==> config.mk <==
export PLATFORM = sky130hd
export DESIGN_NAME = rbei_ram
export DESIGN_NICKNAME = d
export VERILOG_FILES = /design/src/rtl/rbei_ram.sv
export SDC_FILE = /design/constraint.sdc
export NUM_CORES = 2
export LEC_CHECK = 0
export BUFFER_PORTS_ARGS = -buffer_cell sky130_fd_sc_hd__buf_2
export CORE_MARGIN = 3
export CORE_UTILIZATION = 63
export DETAILED_ROUTE_END_ITERATION = 12
export GPL_ROUTABILITY_DRIVEN = 0
export PLACE_DENSITY_LB_ADDON = 0.2
export SYNTH_ARGS = -nofsm -noshare
export SYNTH_HDL_FRONTEND = slang
export SYNTH_SLANG_ARGS = --single-unit
==> constraint.sdc <==
create_clock -name clk_i -period 4.4 [get_ports clk_i]
set_clock_uncertainty 0.05 [all_clocks]
set_input_delay 0.66 -clock clk_i [delete_from_list [all_inputs] [get_ports clk_i]]
set_output_delay 0.66 -clock clk_i [all_outputs]
set_load 0.05 [all_outputs]
==> src/rtl/rbei_ram.sv <==
// ----------------------------------------------------------------------------
// rbei_ram: generic single-port RAM
// Reads every cycle and may also write the same address; read data registered.
// ----------------------------------------------------------------------------
module rbei_ram #(
  parameter int unsigned Width = 32,
  parameter int unsigned Depth = 64
) (
  input  logic                     clk_i,
  input  logic                     we_i,
  input  logic [$clog2(Depth)-1:0] addr_i,
  input  logic [Width-1:0]         wdata_i,
  output logic [Width-1:0]         rdata_o
);

  logic [Width-1:0] mem_q [Depth];

  always_ff @(posedge clk_i) begin
    if (we_i) begin
      mem_q[addr_i] <= wdata_i;
    end
    rdata_o <= mem_q[addr_i];
  end

endmodule

# ---- Word level (Yosys, flattened, before mapping)
# Memory sizes are Yosys's and may differ from the RTL's. A register that Yosys moved wholly into a read port is not among the register bits.
# Cells that the tools add are included.
dict set report word_totals {
  reg_bits 0
  out_inout_bits 32
  n_memories 1
  mem_bits_rw 2048
  word_cells 3
  in_bits 40
}
dict set report classes {
  muxes 2
}
# name words width read_ports rd_ports_with_merged_regs wr line
set memory_table {}
lappend memory_table {mem_q 64 32 1 1 1 16} ;# logic [Width-1:0] mem_q [Depth];
# op n
set ops {}
lappend ops {{$mux W1} 2}

# ---- Logic depth before layout (Yosys ltp)
dict set report logic_depth {
  ltp_word 2
  mapped_depth 13
  depth_no_buf 6
}

# ---- Worst setup path after synthesis
# OpenSTA, ideal clock, no wires.
dict set report synth_timing {
  kind {input-to-reg}
  start {input addr_i[2]}
  end {memory mem_q[15][0] (enable)}
  n_path_buf 6
  required_ns 3.929
  setup_time_ns 0.421
  setup_slack_ns 0.451
  path_stages 8
  t_arrival_ns 3.478
  cell_sequence {buf_2 > buf_2 > buf_2 > buf_2 > buf_2 > buf_2 > nand3_1 > nor2_1}
}
# element line
set synth_rtl {}
lappend synth_rtl {{start: declaration} 11} ;# input logic [$clog2(Depth)-1:0] addr_i,
lappend synth_rtl {{end: declaration} 16}
# No word-level cell before the write port.

==> run_results.csv <==
group,metric,value,unit
setup_path,crit_required,4.99,ns
yosys,synth_nets,4279,
placement,post-dp-hpwl,123700,um
routing,avgRoutedWirePerCell,33.54,um
clocking,cts.sinks,2080,
floorplanning,initial_utilization,0.6367,
floorplanning,die_width,360.0,um
min_path,holdPathStages,1,
floorplanning,coreArea,124000,um^2
timing,fin_ws,1.153,ns
clocking,clk_pin_slew,0.07,ns
routing,postRouteAntennaNets,0,
setup_path,endpoint_kind,"register",
setup_path,worstPathMaxFanout,61,
yosys,yosysSeqAreaShare,0.7873,
timing,slew_viol_final,0,
routing,drtPass1Iterations,8,
routing,via_per_inst,7.066,
finish,syn_to_final_growth,13.43,%
setup_path,startpoint_type,"primary input",
finish,final_cell_mix,"2048 x edfxtp_1, 259 x mux2i_1, 222 x buf_4",
timing,tightest_slew,1.287,ns
timing,rsz0062_at_grt,"false",
min_path,worst_hold_path.endpoint,"mem_q[12][19]$_DFFE_PP_",
yosys,ys_ff_latch,2080,
setup_path,r2r-end,"rdata_o[29]$_DFF_P_",
yosys,synth_edf_count,2048,
clocking,cts_resized,0,
timing,post-route-period-util,0.7381,
grt,grt_max_degree,96,
routing,drt_iter0_drc,7054,
placement,numPortBuffers,71,
yosys,syn_inst,4239,
grt,grt.total_usage,0.3257,
timing,setup_tns,0,ns
floorplanning,dieArea,129600,um^2
placement,pre_cts_ws,0.3808,ns
yosys,synth_async_sr_flop_share,0,
yosys,synth.area.top_cells,"edfxtp_1 78%, mux2i_1 3.3%, mux4_2 2.7%",
finish,fin_nets,4522,
grt,grt_pass1_vias,43170,
finish,n_fill_cell,7257,
routing,wl,211400,um
yosys,yosys_warnings,0,
min_path,worstHoldPathType,"primary input to register",
routing,vias,44540,
power,max-vdd-ir-drop,0.4426,mV
finish,drive_above_1_share,0.2028,
yosys,post-synth-top-area-fraction,0.7792,
yosys,synth_cell_type_count,56,
floorplanning,num_rows,129,
yosys,synth.avg_cell_area,18.62,um^2
clocking,cts_setup_buffers,0,
finish,final_common_cell,"edfxtp_1",
timing,fmax,307.9,MHz
grt,grt-ovfl-total,0,
setup_path,worst-r2r-setup-slack,1.48,ns
clocking,cts-htree-levels,4,
clocking,cts_inserted_buffers,198,
clocking,root_buffer,"clkbuf_16",
grt,antenna_found_initial,22,
yosys,synth-main-ff-cell,"edfxtp_1",
floorplanning,ios,72,
yosys,yosysTopAreaCell,"edfxtp_1",
power,power_density,454.8,nW/um^2
power,p_leak,29.12,nW
setup_path,rr_startpoint,"mem_q[29][29]$_DFFE_PP_",
yosys,synth_area,78930,um^2
timing,hold_viol,0,
finish,seqCellArea,62140,um^2
timing,period_minus_slack,3.247,ns
floorplanning,die_height,360.0,um
timing,final-setup-viol-count,0,
setup_path,worstPathArrival,3.84,ns
min_path,holdCritStartpoint,"wdata_i[19]",
finish,utilization,0.7223,
clocking,clock_latency,0.83,ns
timing,slew_headroom,0.1421,
clocking,cts_max_path_buffers,3,
routing,drc,0,
clocking,cts_hold_buf,0,
grt,grt_pass1_wl,303400,um
setup_path,critPathKind,"primary input to register",
finish,multiInputGateArea,16040,um^2
status,status,"finished, final reports clean",
clocking,cts_tree,"built",
setup_path,reg2regPathDepth,5,
run,drv_cap,0,
## critical path, stage by stage
cell and delay, ns:
buf_8 0.41, nor2_4 0.23, buf_4 0.44, a22oi_1 0.32
o22a_1 0.18, a21oi_1 0.08, or4b_1 0.68, or4_1 0.74
## flip-flops by register name, summed over array words and instances, names as in the netlist
name     cells
rdata_o     32
mem_q     2048
## routing by layer
layer	global-route usage	wire [um]
met1	0.4675	78180
met2	0.4960	97840
met3	0.08336	28190
met4	0.1119	7117
met5	0	63
## kinds of logic after synthesis
| kind of cell | after synthesis | synth area share |
|---|---|---|
| AOI/OAI and AO/OA | 933 | 0.08662 |
| buffers and inverters | 300 | 0.01682 |
| and+or+nand+nor | 424 | 0.02806 |
| DFF | 2080 | 0.7873 |
| muxes | 502 | 0.08121 |
## how the worst max path moves through the flow
stage	slack, ns	start	cells after the start	endpoint
5_1_grt	1.14	addr_i[2]	8	rdata_o[29]$_DFF_P_
2_1_floorplan	0.45	addr_i[2]	8	mem_q[15][0]$_DFFE_PP_
3_3_place_gp	0.41	addr_i[2]	8	rdata_o[27]$_DFF_P_
4_1_cts	1.27	addr_i[2]	8	rdata_o[27]$_DFF_P_
3_5_place_dp	0.38	addr_i[2]	8	rdata_o[27]$_DFF_P_
6_report	1.15	addr_i[2]	8	rdata_o[29]$_DFF_P_
## synthesized netlist by cell type (4+ instances only)
cell / number
a2111oi_0: 15
a211oi_1: 17
a21oi_1: 121
a221o_1: 15
a221oi_1: 175
a222oi_1: 16
a22o_1: 66
a22oi_1: 188
a31oi_1: 43
and2_1: 5
and3_1: 85
buf_1: 33
buf_2: 83
buf_4: 8
clkbuf_1: 168
dfxtp_1: 32
edfxtp_1: 2048
mux2_2: 147
mux2i_1: 259
mux4_2: 96
nand2_1: 28
nand2b_1: 18
nand3_1: 54
nor2_1: 145
nor2b_1: 8
nor3_1: 22
nor4_1: 14
o21ai_0: 84
o221ai_1: 6
o22a_1: 70
o22ai_1: 93
o2bb2ai_1: 15
or3_1: 4
or4_1: 15
or4b_1: 14
## stage by stage
step	cell area, um^2	cells	power, mW	hold slack, ns
after floorplan	78930	4239	23.61	0.5139
after global placement	83260	5919	24.69	0.5489
after detailed placement	83260	5919	24.74	0.5742
after CTS	89500	6291	40.79	0.1171
after global routing	89510	6294	41.69	0.1484
final	89530	6303	40.72	0.1590
## final cells by class
class | count | area share
repair buffers | 341 | 0.03365
inverters | 2 | 0.0001677
well taps | 1637 | 0.02288
clock inverters | 112 | 0.008790
clock buffers | 260 | 0.06095
multi-input cells | 1859 | 0.1792
flip-flops and latches | 2080 | 0.6941
diodes | 12 | 0.0003354
## power breakdown
part | leakage [nW] | total, mW | internal (mW) | switching (mW)
clock network | 3.06 | 16.3 | 9.23 | 7.12
logic | 7.37 | 2.33 | 0.686 | 1.64
registers | 18.7 | 22.0 | 21.9 | 0.102
No activity file was read; power rests on OpenSTA's default activity.
